==> src/hw/rtl/dsrs_pkg.sv <==
// Shared types and constants for the device score rank sorter.
// Holds the configuration record, the queue item, the sorter state, register codes and sizes.
// No dependencies; every other RTL file refers to this package by scoped names.
`default_nettype none

package dsrs_pkg;

    // Capacity of the sorted chain and the cap applied to sighting counts.
    localparam int MAX_ENTRIES  = 32;
    localparam int SIGHTING_CAP = 5;

    // Widths; INDEX_W and SCORE_W are fixed, the others are derived.
    localparam int CNT_W   = $clog2(MAX_ENTRIES + 1);
    localparam int INDEX_W = 5;
    localparam int EXT_W   = (CNT_W > INDEX_W) ? CNT_W : INDEX_W;
    localparam int CAP_W   = $clog2(SIGHTING_CAP + 1);
    localparam int SCORE_W = 8;

    // Depth of the queue between scoring and sorting (a power of two).
    localparam int QUEUE_DEPTH = 4;
    localparam int QPTR_W      = $clog2(QUEUE_DEPTH);
    localparam int QCNT_W      = $clog2(QUEUE_DEPTH + 1);

    // Configuration port geometry.
    localparam int PADDR_W = 5;
    localparam int PDATA_W = 32;

    // Register indexes on the configuration port.
    typedef enum logic [2:0] {
        REG_STRONG_THR  = 3'd0,
        REG_MEDIUM_THR  = 3'd1,
        REG_STRONG_PTS  = 3'd2,
        REG_MEDIUM_PTS  = 3'd3,
        REG_SIGHT_MULT  = 3'd4,
        REG_HIDDEN_PTS  = 3'd5,
        REG_CAMERA_PTS  = 3'd6,
        REG_CEILING     = 3'd7
    } cfg_addr_t;

    // Current scoring configuration.
    typedef struct packed {
        logic signed [7:0] strong_thr;
        logic signed [7:0] medium_thr;
        logic [7:0]        strong_pts;
        logic [7:0]        medium_pts;
        logic [7:0]        sight_mult;
        logic [7:0]        hidden_pts;
        logic [7:0]        camera_pts;
        logic [7:0]        ceiling;
    } cfg_t;

    // One scored record on its way to the sorter.
    typedef struct packed {
        logic [SCORE_W-1:0] score;
        logic               last;
    } score_item_t;

    // Sorter control state.
    typedef enum logic {
        ST_FILL,
        ST_EMIT
    } back_state_t;

endpackage

`default_nettype wire

==> src/hw/rtl/dsrs_cfg.sv <==
// Configuration register bank behind the APB-style port.
// Depends on dsrs_pkg for the register codes and the configuration record.
`default_nettype none

module dsrs_cfg (
    input  wire logic                         clk,
    input  wire logic                         rst_n,
    input  wire logic                         psel,
    input  wire logic                         penable,
    input  wire logic                         pwrite,
    input  wire logic [dsrs_pkg::PADDR_W-1:0] paddr,
    input  wire logic [dsrs_pkg::PDATA_W-1:0] pwdata,
    output logic      [dsrs_pkg::PDATA_W-1:0] prdata,
    output logic                              pready,
    output dsrs_pkg::cfg_t                    cfg
);

    dsrs_pkg::cfg_t      cfg_reg;
    dsrs_pkg::cfg_t      cfg_next;
    dsrs_pkg::cfg_addr_t reg_sel;
    logic                wr_en;
    logic [7:0]          rd_byte;

    // The port never inserts wait states.
    assign pready  = 1'b1;
    assign reg_sel = dsrs_pkg::cfg_addr_t'(paddr[dsrs_pkg::PADDR_W-1:2]);
    assign wr_en   = psel && penable && pwrite && pready;

    // Write decode.
    always_comb
    begin
        cfg_next = cfg_reg;
        if (wr_en)
        begin
            unique case (reg_sel)
                dsrs_pkg::REG_STRONG_THR: cfg_next.strong_thr = pwdata[7:0];
                dsrs_pkg::REG_MEDIUM_THR: cfg_next.medium_thr = pwdata[7:0];
                dsrs_pkg::REG_STRONG_PTS: cfg_next.strong_pts = pwdata[7:0];
                dsrs_pkg::REG_MEDIUM_PTS: cfg_next.medium_pts = pwdata[7:0];
                dsrs_pkg::REG_SIGHT_MULT: cfg_next.sight_mult = pwdata[7:0];
                dsrs_pkg::REG_HIDDEN_PTS: cfg_next.hidden_pts = pwdata[7:0];
                dsrs_pkg::REG_CAMERA_PTS: cfg_next.camera_pts = pwdata[7:0];
                dsrs_pkg::REG_CEILING:    cfg_next.ceiling    = pwdata[7:0];
            endcase
        end
    end

    // Read decode.
    always_comb
    begin
        unique case (reg_sel)
            dsrs_pkg::REG_STRONG_THR: rd_byte = cfg_reg.strong_thr;
            dsrs_pkg::REG_MEDIUM_THR: rd_byte = cfg_reg.medium_thr;
            dsrs_pkg::REG_STRONG_PTS: rd_byte = cfg_reg.strong_pts;
            dsrs_pkg::REG_MEDIUM_PTS: rd_byte = cfg_reg.medium_pts;
            dsrs_pkg::REG_SIGHT_MULT: rd_byte = cfg_reg.sight_mult;
            dsrs_pkg::REG_HIDDEN_PTS: rd_byte = cfg_reg.hidden_pts;
            dsrs_pkg::REG_CAMERA_PTS: rd_byte = cfg_reg.camera_pts;
            dsrs_pkg::REG_CEILING:    rd_byte = cfg_reg.ceiling;
        endcase
    end

    assign prdata = dsrs_pkg::PDATA_W'(rd_byte);
    assign cfg    = cfg_reg;

    // Register bank with its reset values.
    always_ff @(posedge clk or negedge rst_n)
    begin
        if (!rst_n)
        begin
            cfg_reg.strong_thr <= -8'sd60;
            cfg_reg.medium_thr <= -8'sd75;
            cfg_reg.strong_pts <= 8'd3;
            cfg_reg.medium_pts <= 8'd1;
            cfg_reg.sight_mult <= 8'd1;
            cfg_reg.hidden_pts <= 8'd1;
            cfg_reg.camera_pts <= 8'd5;
            cfg_reg.ceiling    <= 8'd10;
        end
        else
        begin
            cfg_reg <= cfg_next;
        end
    end

endmodule

`default_nettype wire

==> src/hw/rtl/dsrs_front.sv <==
// Front end: accepts device records and computes their 8-bit scores.
// Depends on dsrs_pkg for the configuration record and the queue item type.
`default_nettype none

module dsrs_front (
    input  wire logic                  push,
    input  wire logic                  q_full,
    input  wire logic                  whitelisted,
    input  wire logic signed [7:0]     signal_strength,
    input  wire logic                  random_address,
    input  wire logic [15:0]           sighting_count,
    input  wire logic                  name_empty,
    input  wire logic                  camera_vendor,
    input  wire logic                  last_record,
    input  wire dsrs_pkg::cfg_t        cfg,
    output logic                       q_write,
    output dsrs_pkg::score_item_t      q_item
);

    logic [dsrs_pkg::CAP_W-1:0]     seen;
    logic [dsrs_pkg::CAP_W+7:0]     sight_prod;
    logic [7:0]                     signal_pts;
    logic [7:0]                     sight_pts;
    logic [7:0]                     raw_sum;
    logic [7:0]                     score_val;

    // A transaction is taken whenever the queue has room.
    assign q_write = push && !q_full;

    // Tiered signal points: the strong test wins when both hold.
    always_comb
    begin
        priority if ($signed(signal_strength) > $signed(cfg.strong_thr))
            signal_pts = cfg.strong_pts;
        else if ($signed(signal_strength) > $signed(cfg.medium_thr))
            signal_pts = cfg.medium_pts;
        else
            signal_pts = 8'd0;
    end

    // Capped sightings times the multiplier, only for fixed addresses.
    assign seen = (sighting_count > 16'(dsrs_pkg::SIGHTING_CAP))
                ? dsrs_pkg::CAP_W'(dsrs_pkg::SIGHTING_CAP)
                : sighting_count[dsrs_pkg::CAP_W-1:0];
    assign sight_prod = (dsrs_pkg::CAP_W+8)'(seen) * (dsrs_pkg::CAP_W+8)'(cfg.sight_mult);
    assign sight_pts  = random_address ? 8'd0 : sight_prod[7:0];

    // The sum wraps at 256, then the ceiling applies.
    assign raw_sum = signal_pts + sight_pts
                   + (name_empty    ? cfg.hidden_pts : 8'd0)
                   + (camera_vendor ? cfg.camera_pts : 8'd0);

    always_comb
    begin
        priority if (whitelisted)
            score_val = 8'd0;
        else if (raw_sum > cfg.ceiling)
            score_val = cfg.ceiling;
        else
            score_val = raw_sum;
    end

    assign q_item.score = score_val;
    assign q_item.last  = last_record;

endmodule

`default_nettype wire

==> src/hw/rtl/dsrs_queue.sv <==
// Short FIFO of scored records between the front end and the sorter.
// Depends on dsrs_pkg for the item type and the queue depth.
`default_nettype none

module dsrs_queue (
    input  wire logic                  clk,
    input  wire logic                  rst_n,
    input  wire logic                  wr_en,
    input  wire dsrs_pkg::score_item_t wr_item,
    output logic                       full,
    input  wire logic                  rd_en,
    output logic                       rd_valid,
    output dsrs_pkg::score_item_t      rd_item
);

    dsrs_pkg::score_item_t              slot_reg [dsrs_pkg::QUEUE_DEPTH];
    logic [dsrs_pkg::QPTR_W-1:0]        wr_ptr_reg;
    logic [dsrs_pkg::QPTR_W-1:0]        wr_ptr_next;
    logic [dsrs_pkg::QPTR_W-1:0]        rd_ptr_reg;
    logic [dsrs_pkg::QPTR_W-1:0]        rd_ptr_next;
    logic [dsrs_pkg::QCNT_W-1:0]        fill_reg;
    logic [dsrs_pkg::QCNT_W-1:0]        fill_next;

    assign full     = (fill_reg == dsrs_pkg::QCNT_W'(dsrs_pkg::QUEUE_DEPTH));
    assign rd_valid = (fill_reg != '0);
    assign rd_item  = slot_reg[rd_ptr_reg];

    // Pointers wrap naturally since the depth is a power of two.
    always_comb
    begin
        wr_ptr_next = wr_en ? wr_ptr_reg + dsrs_pkg::QPTR_W'(1) : wr_ptr_reg;
        rd_ptr_next = rd_en ? rd_ptr_reg + dsrs_pkg::QPTR_W'(1) : rd_ptr_reg;
        fill_next   = fill_reg;
        if (wr_en && !rd_en)
            fill_next = fill_reg + dsrs_pkg::QCNT_W'(1);
        else if (rd_en && !wr_en)
            fill_next = fill_reg - dsrs_pkg::QCNT_W'(1);
    end

    always_ff @(posedge clk or negedge rst_n)
    begin
        if (!rst_n)
        begin
            wr_ptr_reg <= '0;
            rd_ptr_reg <= '0;
            fill_reg   <= '0;
        end
        else
        begin
            wr_ptr_reg <= wr_ptr_next;
            rd_ptr_reg <= rd_ptr_next;
            fill_reg   <= fill_next;
        end
    end

    // Storage needs no reset.
    always_ff @(posedge clk)
    begin
        if (wr_en)
            slot_reg[wr_ptr_reg] <= wr_item;
    end

endmodule

`default_nettype wire

==> src/hw/rtl/dsrs_back.sv <==
// Back end: sorted shift chain with stable insertion and ranked emission.
// Depends on dsrs_pkg for sizes, the item type and the state enum.
`default_nettype none

module dsrs_back (
    input  wire logic                          clk,
    input  wire logic                          rst_n,
    input  wire logic                          q_valid,
    input  wire dsrs_pkg::score_item_t         q_item,
    output logic                               q_pop,
    output logic [dsrs_pkg::INDEX_W-1:0]       entry_index,
    output logic [dsrs_pkg::SCORE_W-1:0]       score,
    output logic                               last_result,
    output logic                               empty,
    input  wire logic                          pop
);

    localparam int N = dsrs_pkg::MAX_ENTRIES;

    dsrs_pkg::back_state_t            state_reg;
    dsrs_pkg::back_state_t            state_next;
    logic [dsrs_pkg::CNT_W-1:0]       count_reg;
    logic [dsrs_pkg::CNT_W-1:0]       count_next;
    logic [dsrs_pkg::SCORE_W-1:0]     cell_score_reg [N];
    logic [dsrs_pkg::SCORE_W-1:0]     cell_score_next [N];
    logic [dsrs_pkg::INDEX_W-1:0]     cell_index_reg [N];
    logic [dsrs_pkg::INDEX_W-1:0]     cell_index_next [N];
    logic [dsrs_pkg::SCORE_W-1:0]     up_score [N];
    logic [dsrs_pkg::INDEX_W-1:0]     up_index [N];
    logic [dsrs_pkg::SCORE_W-1:0]     down_score [N];
    logic [dsrs_pkg::INDEX_W-1:0]     down_index [N];
    logic [N-1:0]                     keep;
    logic [N-1:0]                     keep_ext;
    logic [dsrs_pkg::EXT_W-1:0]       count_ext;
    logic [dsrs_pkg::INDEX_W-1:0]     new_index;
    logic                             do_insert;
    logic                             do_emit;
    logic                             out_free;
    logic                             out_valid_reg;
    logic                             out_valid_next;
    logic [dsrs_pkg::INDEX_W-1:0]     out_index_reg;
    logic [dsrs_pkg::SCORE_W-1:0]     out_score_reg;
    logic                             out_last_reg;
    logic                             sorted_ok;

    // Handshake with the queue and the output register.
    assign out_free  = !out_valid_reg || pop;
    assign q_pop     = (state_reg == dsrs_pkg::ST_FILL) && q_valid;
    assign do_insert = q_pop && (count_reg < dsrs_pkg::CNT_W'(N));
    assign do_emit   = (state_reg == dsrs_pkg::ST_EMIT) && out_free;

    // Arrival index of a new record is the fill count, masked to the index width.
    assign count_ext = dsrs_pkg::EXT_W'(count_reg);
    assign new_index = count_ext[dsrs_pkg::INDEX_W-1:0];

    // Cells that hold a score at least as large as the new one stay put.
    always_comb
    begin
        for (int i = 0; i < N; i++)
        begin
            keep[i] = (dsrs_pkg::CNT_W'(i) < count_reg) && (cell_score_reg[i] >= q_item.score);
        end
        keep_ext = {keep[N-2:0], 1'b1};
    end

    // Neighbor values for shifting down on insertion and up on emission.
    always_comb
    begin
        up_score[0]       = q_item.score;
        up_index[0]       = new_index;
        down_score[N-1]   = cell_score_reg[N-1];
        down_index[N-1]   = cell_index_reg[N-1];
        for (int i = 1; i < N; i++)
        begin
            up_score[i]     = cell_score_reg[i-1];
            up_index[i]     = cell_index_reg[i-1];
            down_score[i-1] = cell_score_reg[i];
            down_index[i-1] = cell_index_reg[i];
        end
    end

    // Per-cell update of the chain.
    always_comb
    begin
        for (int i = 0; i < N; i++)
        begin
            cell_score_next[i] = cell_score_reg[i];
            cell_index_next[i] = cell_index_reg[i];
            if (do_insert && !keep[i])
            begin
                if (keep_ext[i])
                begin
                    cell_score_next[i] = q_item.score;
                    cell_index_next[i] = new_index;
                end
                else
                begin
                    cell_score_next[i] = up_score[i];
                    cell_index_next[i] = up_index[i];
                end
            end
            else if (do_emit)
            begin
                cell_score_next[i] = down_score[i];
                cell_index_next[i] = down_index[i];
            end
        end
    end

    // Fill count, state and output register valid.
    always_comb
    begin
        count_next     = count_reg;
        state_next     = state_reg;
        out_valid_next = out_valid_reg;
        if (pop)
            out_valid_next = 1'b0;
        unique case (state_reg)
            dsrs_pkg::ST_FILL:
            begin
                if (do_insert)
                    count_next = count_reg + dsrs_pkg::CNT_W'(1);
                if (q_pop && q_item.last)
                    state_next = dsrs_pkg::ST_EMIT;
            end
            dsrs_pkg::ST_EMIT:
            begin
                if (do_emit)
                begin
                    count_next     = count_reg - dsrs_pkg::CNT_W'(1);
                    out_valid_next = 1'b1;
                    if (count_reg == dsrs_pkg::CNT_W'(1))
                        state_next = dsrs_pkg::ST_FILL;
                end
            end
        endcase
    end

    always_ff @(posedge clk or negedge rst_n)
    begin
        if (!rst_n)
        begin
            state_reg     <= dsrs_pkg::ST_FILL;
            count_reg     <= '0;
            out_valid_reg <= 1'b0;
        end
        else
        begin
            state_reg     <= state_next;
            count_reg     <= count_next;
            out_valid_reg <= out_valid_next;
        end
    end

    // Chain cells and result payload need no reset.
    always_ff @(posedge clk)
    begin
        for (int i = 0; i < N; i++)
        begin
            cell_score_reg[i] <= cell_score_next[i];
            cell_index_reg[i] <= cell_index_next[i];
        end
        if (do_emit)
        begin
            out_score_reg <= cell_score_reg[0];
            out_index_reg <= cell_index_reg[0];
            out_last_reg  <= (count_reg == dsrs_pkg::CNT_W'(1));
        end
    end

    assign entry_index = out_index_reg;
    assign score       = out_score_reg;
    assign last_result = out_last_reg;
    assign empty       = !out_valid_reg;

    // Occupied cells must be in non-increasing score order.
    always_comb
    begin
        sorted_ok = 1'b1;
        for (int i = 1; i < N; i++)
        begin
            if ((dsrs_pkg::CNT_W'(i) < count_reg) && (cell_score_reg[i] > cell_score_reg[i-1]))
                sorted_ok = 1'b0;
        end
    end

    a_count_bound: assert property (@(posedge clk) disable iff (!rst_n)
        count_reg <= dsrs_pkg::CNT_W'(N))
        else $error("sorter fill count beyond capacity");

    a_emit_nonempty: assert property (@(posedge clk) disable iff (!rst_n)
        state_reg == dsrs_pkg::ST_EMIT |-> count_reg != '0)
        else $error("emission with an empty chain");

    a_no_pop_in_emit: assert property (@(posedge clk) disable iff (!rst_n)
        state_reg == dsrs_pkg::ST_EMIT |-> !q_pop)
        else $error("queue read during emission");

    a_sorted: assert property (@(posedge clk) disable iff (!rst_n)
        sorted_ok)
        else $error("sorted chain out of order");

    a_last_ends_run: assert property (@(posedge clk) disable iff (!rst_n)
        do_emit && count_reg == dsrs_pkg::CNT_W'(1) |=> state_reg == dsrs_pkg::ST_FILL
            && count_reg == '0)
        else $error("run did not close after its final result");

endmodule

`default_nettype wire

==> src/hw/rtl/device_score_rank_sorter_core.sv <==
// Device score rank sorter: one record accepted per cycle while the queue has room.
// The last record is queued and inserted into the chain before results are output.
// Emission gives one result per cycle while results are popped; the sorter then
// takes no records and the four-entry queue fills, then full stalls the input.
// Reset clears the fill count, queue, control state and loads the register defaults.
// Depends on dsrs_pkg, dsrs_cfg, dsrs_front, dsrs_queue and dsrs_back.
`default_nettype none

module device_score_rank_sorter_core (
    input  wire logic                                  clk,
    input  wire logic                                  rst_n,
    // Input queue side
    input  wire logic                                  push,
    output logic                                       full,
    input  wire logic                                  whitelisted,
    input  wire logic signed [7:0]                     signal_strength,
    input  wire logic                                  random_address,
    input  wire logic [15:0]                           sighting_count,
    input  wire logic                                  name_empty,
    input  wire logic                                  camera_vendor,
    input  wire logic                                  last_record,
    // Result queue side
    output logic                                       empty,
    input  wire logic                                  pop,
    output logic [dsrs_pkg::INDEX_W-1:0]               entry_index,
    output logic [dsrs_pkg::SCORE_W-1:0]               score,
    output logic                                       last_result,
    // Configuration port
    input  wire logic                                  psel,
    input  wire logic                                  penable,
    input  wire logic                                  pwrite,
    input  wire logic [dsrs_pkg::PADDR_W-1:0]          paddr,
    input  wire logic [dsrs_pkg::PDATA_W-1:0]          pwdata,
    output logic      [dsrs_pkg::PDATA_W-1:0]          prdata,
    output logic                                       pready
);

    dsrs_pkg::cfg_t         cfg;
    dsrs_pkg::score_item_t  wr_item;
    dsrs_pkg::score_item_t  rd_item;
    logic                   q_write;
    logic                   q_full;
    logic                   q_valid;
    logic                   q_pop;

    // Register bank.
    dsrs_cfg u_cfg (
        .clk     (clk),
        .rst_n   (rst_n),
        .psel    (psel),
        .penable (penable),
        .pwrite  (pwrite),
        .paddr   (paddr),
        .pwdata  (pwdata),
        .prdata  (prdata),
        .pready  (pready),
        .cfg     (cfg)
    );

    // Scoring front end.
    dsrs_front u_front (
        .push            (push),
        .q_full          (q_full),
        .whitelisted     (whitelisted),
        .signal_strength (signal_strength),
        .random_address  (random_address),
        .sighting_count  (sighting_count),
        .name_empty      (name_empty),
        .camera_vendor   (camera_vendor),
        .last_record     (last_record),
        .cfg             (cfg),
        .q_write         (q_write),
        .q_item          (wr_item)
    );

    // Decoupling queue.
    dsrs_queue u_queue (
        .clk      (clk),
        .rst_n    (rst_n),
        .wr_en    (q_write),
        .wr_item  (wr_item),
        .full     (q_full),
        .rd_en    (q_pop),
        .rd_valid (q_valid),
        .rd_item  (rd_item)
    );

    // Sorting back end.
    dsrs_back u_back (
        .clk         (clk),
        .rst_n       (rst_n),
        .q_valid     (q_valid),
        .q_item      (rd_item),
        .q_pop       (q_pop),
        .entry_index (entry_index),
        .score       (score),
        .last_result (last_result),
        .empty       (empty),
        .pop         (pop)
    );

    assign full = q_full;

endmodule

`default_nettype wire
==> config.mk <==
export PLATFORM = sky130hd
export DESIGN_NAME = device_score_rank_sorter_core
export DESIGN_NICKNAME = d
export VERILOG_FILES = /design/src/hw/rtl/dsrs_pkg.sv /design/src/hw/rtl/dsrs_cfg.sv /design/src/hw/rtl/dsrs_front.sv /design/src/hw/rtl/dsrs_queue.sv /design/src/hw/rtl/dsrs_back.sv /design/src/hw/rtl/device_score_rank_sorter_core.sv
export SDC_FILE = /design/constraint.sdc
export NUM_CORES = 1
export LEC_CHECK = 0
export BUFFER_PORTS_ARGS = -buffer_cell sky130_fd_sc_hd__buf_2
export CORE_MARGIN = 5
export CORE_UTILIZATION = 39
export DETAILED_ROUTE_END_ITERATION = 8
export PLACE_DENSITY = 0.53
export SLEW_MARGIN = 25
export SYNTH_ARGS = -nofsm -noshare
export SYNTH_HDL_FRONTEND = slang
export SYNTH_SLANG_ARGS = --single-unit
==> constraint.sdc <==
create_clock -name clk -period 15.2 [get_ports clk]
set_input_delay 1.52 -clock clk [delete_from_list [all_inputs] [get_ports clk]]
set_output_delay 1.52 -clock clk [all_outputs]
set_load 0.005 [all_outputs]
==> impl_metrics.csv <==
group,metric,value,unit
cts,cts_setup_buffers,0,
global_route,grt_pass1_vias,25950,
timing,min_period,7675,ps
drt,drt_iter0_drc,1841,
placement,place_area,0.03650,mm^2
yosys,ys_seq_elements,545,
timing,hold_viol,0,
worst_setup_path,reg2reg_depth,29,
drt,routedWlPerCell,21.70,um
drt,drtAntennaViolNets,0,
drt,drc,0,
drt,via_count,25670,
floorplan,rows,110,
global_route,grt_pass1_wl,155300,um
placement,gp_congestion,0.7989,
floorplan,dieWidth,310.4,um
final_layout,final_nets,3748,
final_layout,fin_util,43.16,%
timing,fmax,130.3,MHz
worst_setup_path,worstPathArrival,8020,ps
timing,setup_tns,0,ps
cts,clk_latency,620,ps
timing,drv_slew,0,
placement,dp_cells,4467,
worst_setup_path,crit_slowest_cell,"fa_1",
flow_run,maxCapViolations,0,
yosys,syn_area,0.03520,mm^2
worst_hold_path,hp-class,"reg -> reg",
yosys,synth-main-ff-cell,"edfxtp_1",
worst_hold_path,min_from,"u_back.cell_index_reg[0][0]",
cts,clk_pin_slew,60,ps
timing,setup_viol,0,
timing,timing.slew.headroom,33.45,%
status,status,"finished, final reports clean",
global_route,antenna_found_initial,0,
cts,cts_root_buf,"clkbuf_16",
yosys,yosys_warnings,0,
worst_setup_path,r2r-start,"u_cfg.cfg[24]",
final_layout,area_growth,10.19,%
final_layout,diodes,0,
final_layout,layout_commonest_cell,"edfxtp_1",
worst_setup_path,setup.worst_path.class,"in -> reg",
cts,cts.htree.levels,3,
yosys,synth.avg_cell_area,10.47,um^2
final_layout,drive_gt1_share,12.91,%
timing,fin_skew,35.94,ps
floorplan,io-pin-count,122,
worst_setup_path,crit_start,"sighting_count[15]",
worst_hold_path,worstHoldPathCells,0,
final_layout,fin_area,0.03879,mm^2
placement,hpwl,69390,um
yosys,ys_seq_area_share,45.43,%
worst_setup_path,cpPeakStageDelay,530,ps
global_route,grt_util_all_layers,20.43,%
yosys,yosysUniqueCellTypes,80,
global_route,grt_overflow,0,
global_route,grt_max_degree,44,
cts,cts_sinks,545,
floorplan,start_util,39.17,%
final_layout,final_cell_mix,"edfxtp_1, nor2_1, ha_1",
cts,hold_buffers,0,
worst_hold_path,holdPathEnd,"u_back.entry_index[0]",
cts,cts_max_path_buffers,3,
floorplan,die-area,0.09638,mm^2
placement,io_buffers,70,
worst_setup_path,end_kind,"flop",
drt,avgViaCountPerCell,5.592,
yosys,synth-async-reset-ratio,14.50,%
worst_setup_path,regToRegEndpoint,"u_queue.slot_reg[2][2]",
timing,fin_crit_sh,50.49,%
worst_setup_path,crit_required,15550,ps
worst_setup_path,crit_fanout,10,
yosys,synth_edf_count,466,
worst_setup_path,path_common_cell,"inv_1",
drt,drt_pass1_iterations,5,
yosys,syn_inst,3361,
final_layout,finalNonFillerCells,4591,
drt,wl,99630,um
worst_setup_path,reg2reg_slack,8860,ps
timing,rsz0062_at_grt,"false",
worst_setup_path,cp-start-kind,"input pin",
final_layout,largest_reg_flops,256,
cts,cts-resized-gates,0,
cts,cts_tree,"yes",
timing,worstMarginPinSlew,994.5,ps
cts,cts_made_buffers,68,
floorplan,core_area,0.08987,mm^2
floorplan,die_h,310.4,um
[worst max path at each step]
stage	to	slack (ps)	cells after the start
after floorplan	u_queue.slot_reg[0][1]	7600	30
after detailed placement	u_queue.slot_reg[2][2]	6890	33
after global placement	u_queue.slot_reg[2][2]	6920	33
after global routing	u_queue.slot_reg[2][2]	6970	33
after CTS	u_queue.slot_reg[2][2]	7510	33
final	u_queue.slot_reg[2][2]	7530	33
[logic make-up (layout without fill, tap and decap cells)]
kind of cell	after synthesis	count (layout)	synth area share (%)
buffers and inverters	344	375	4.354
other	2	25	0.02133
AND/OR/NAND/NOR	859	859	10.82
multiplexers	365	365	11.55
adder cells (fa/ha/maj)	314	314	11.61
XOR/XNOR	25	25	0.6611
AO/OA/AOI/OAI	907	907	15.56
flip-flops	545	545	45.43
[final cells by class]
cell class / count / area [um^2]
Timing Repair Buffer: 128 / 788.3
Inverter: 123 / 461.7
Tap cell: 1176 / 1471
Multi-Input combinational cell: 2495 / 17830
Clock buffer: 88 / 1869
Sequential cell: 545 / 16000
Fill cell: 8629 / 51080
Clock inverter: 36 / 377.9
[cells in the mapped netlist (all sizes together) (98+ instances only)]
cell type | instances | area, um^2
nor2 | 338 | 1281
ha | 293 | 3666
a31oi | 121 | 814.5
o21ai | 313 | 1574
mux2 | 140 | 1577
nand2 | 241 | 907.1
inv | 122 | 457.9
clkbuf | 100 | 375.4
nand3 | 98 | 490.5
buf | 121 | 695.7
mux2i | 206 | 2062
edfxtp | 466 | 13990
a21oi | 275 | 1444
[stage by stage]
stage | hold WS [ps] | setup slack, ps
finish | 468.1 | 7525
global route | 474.4 | 6968
CTS | 462.7 | 7515
detailed placement | 448.5 | 6891
global placement | 436.1 | 6919
floorplan | 426.1 | 7604
[routing by layer]
layer / vias up / routed length, um / global-route usage (%)
met4: 0 / 1717 / 4.562
met1: 12640 / 47290 / 29.24
li1: 12370 / - / -
met5: - / 0 / 0
met3: 103 / 4384 / 2.375
met2: 560 / 46230 / 33.60
[critical path, delay by kind of cell]
kind                     cells  cell delay, ps
AO/OA/AOI/OAI                5             500
XOR/XNOR                     4             750
adder cells (fa/ha/maj)      7            2630
buffers and inverters        7             470
multiplexers                 1             270
AND/OR/NAND/NOR              9            1850
Power is left out: the tool's default activity adds up to more than one toggle a clock period on the data nets, which glitch-free logic cannot reach.
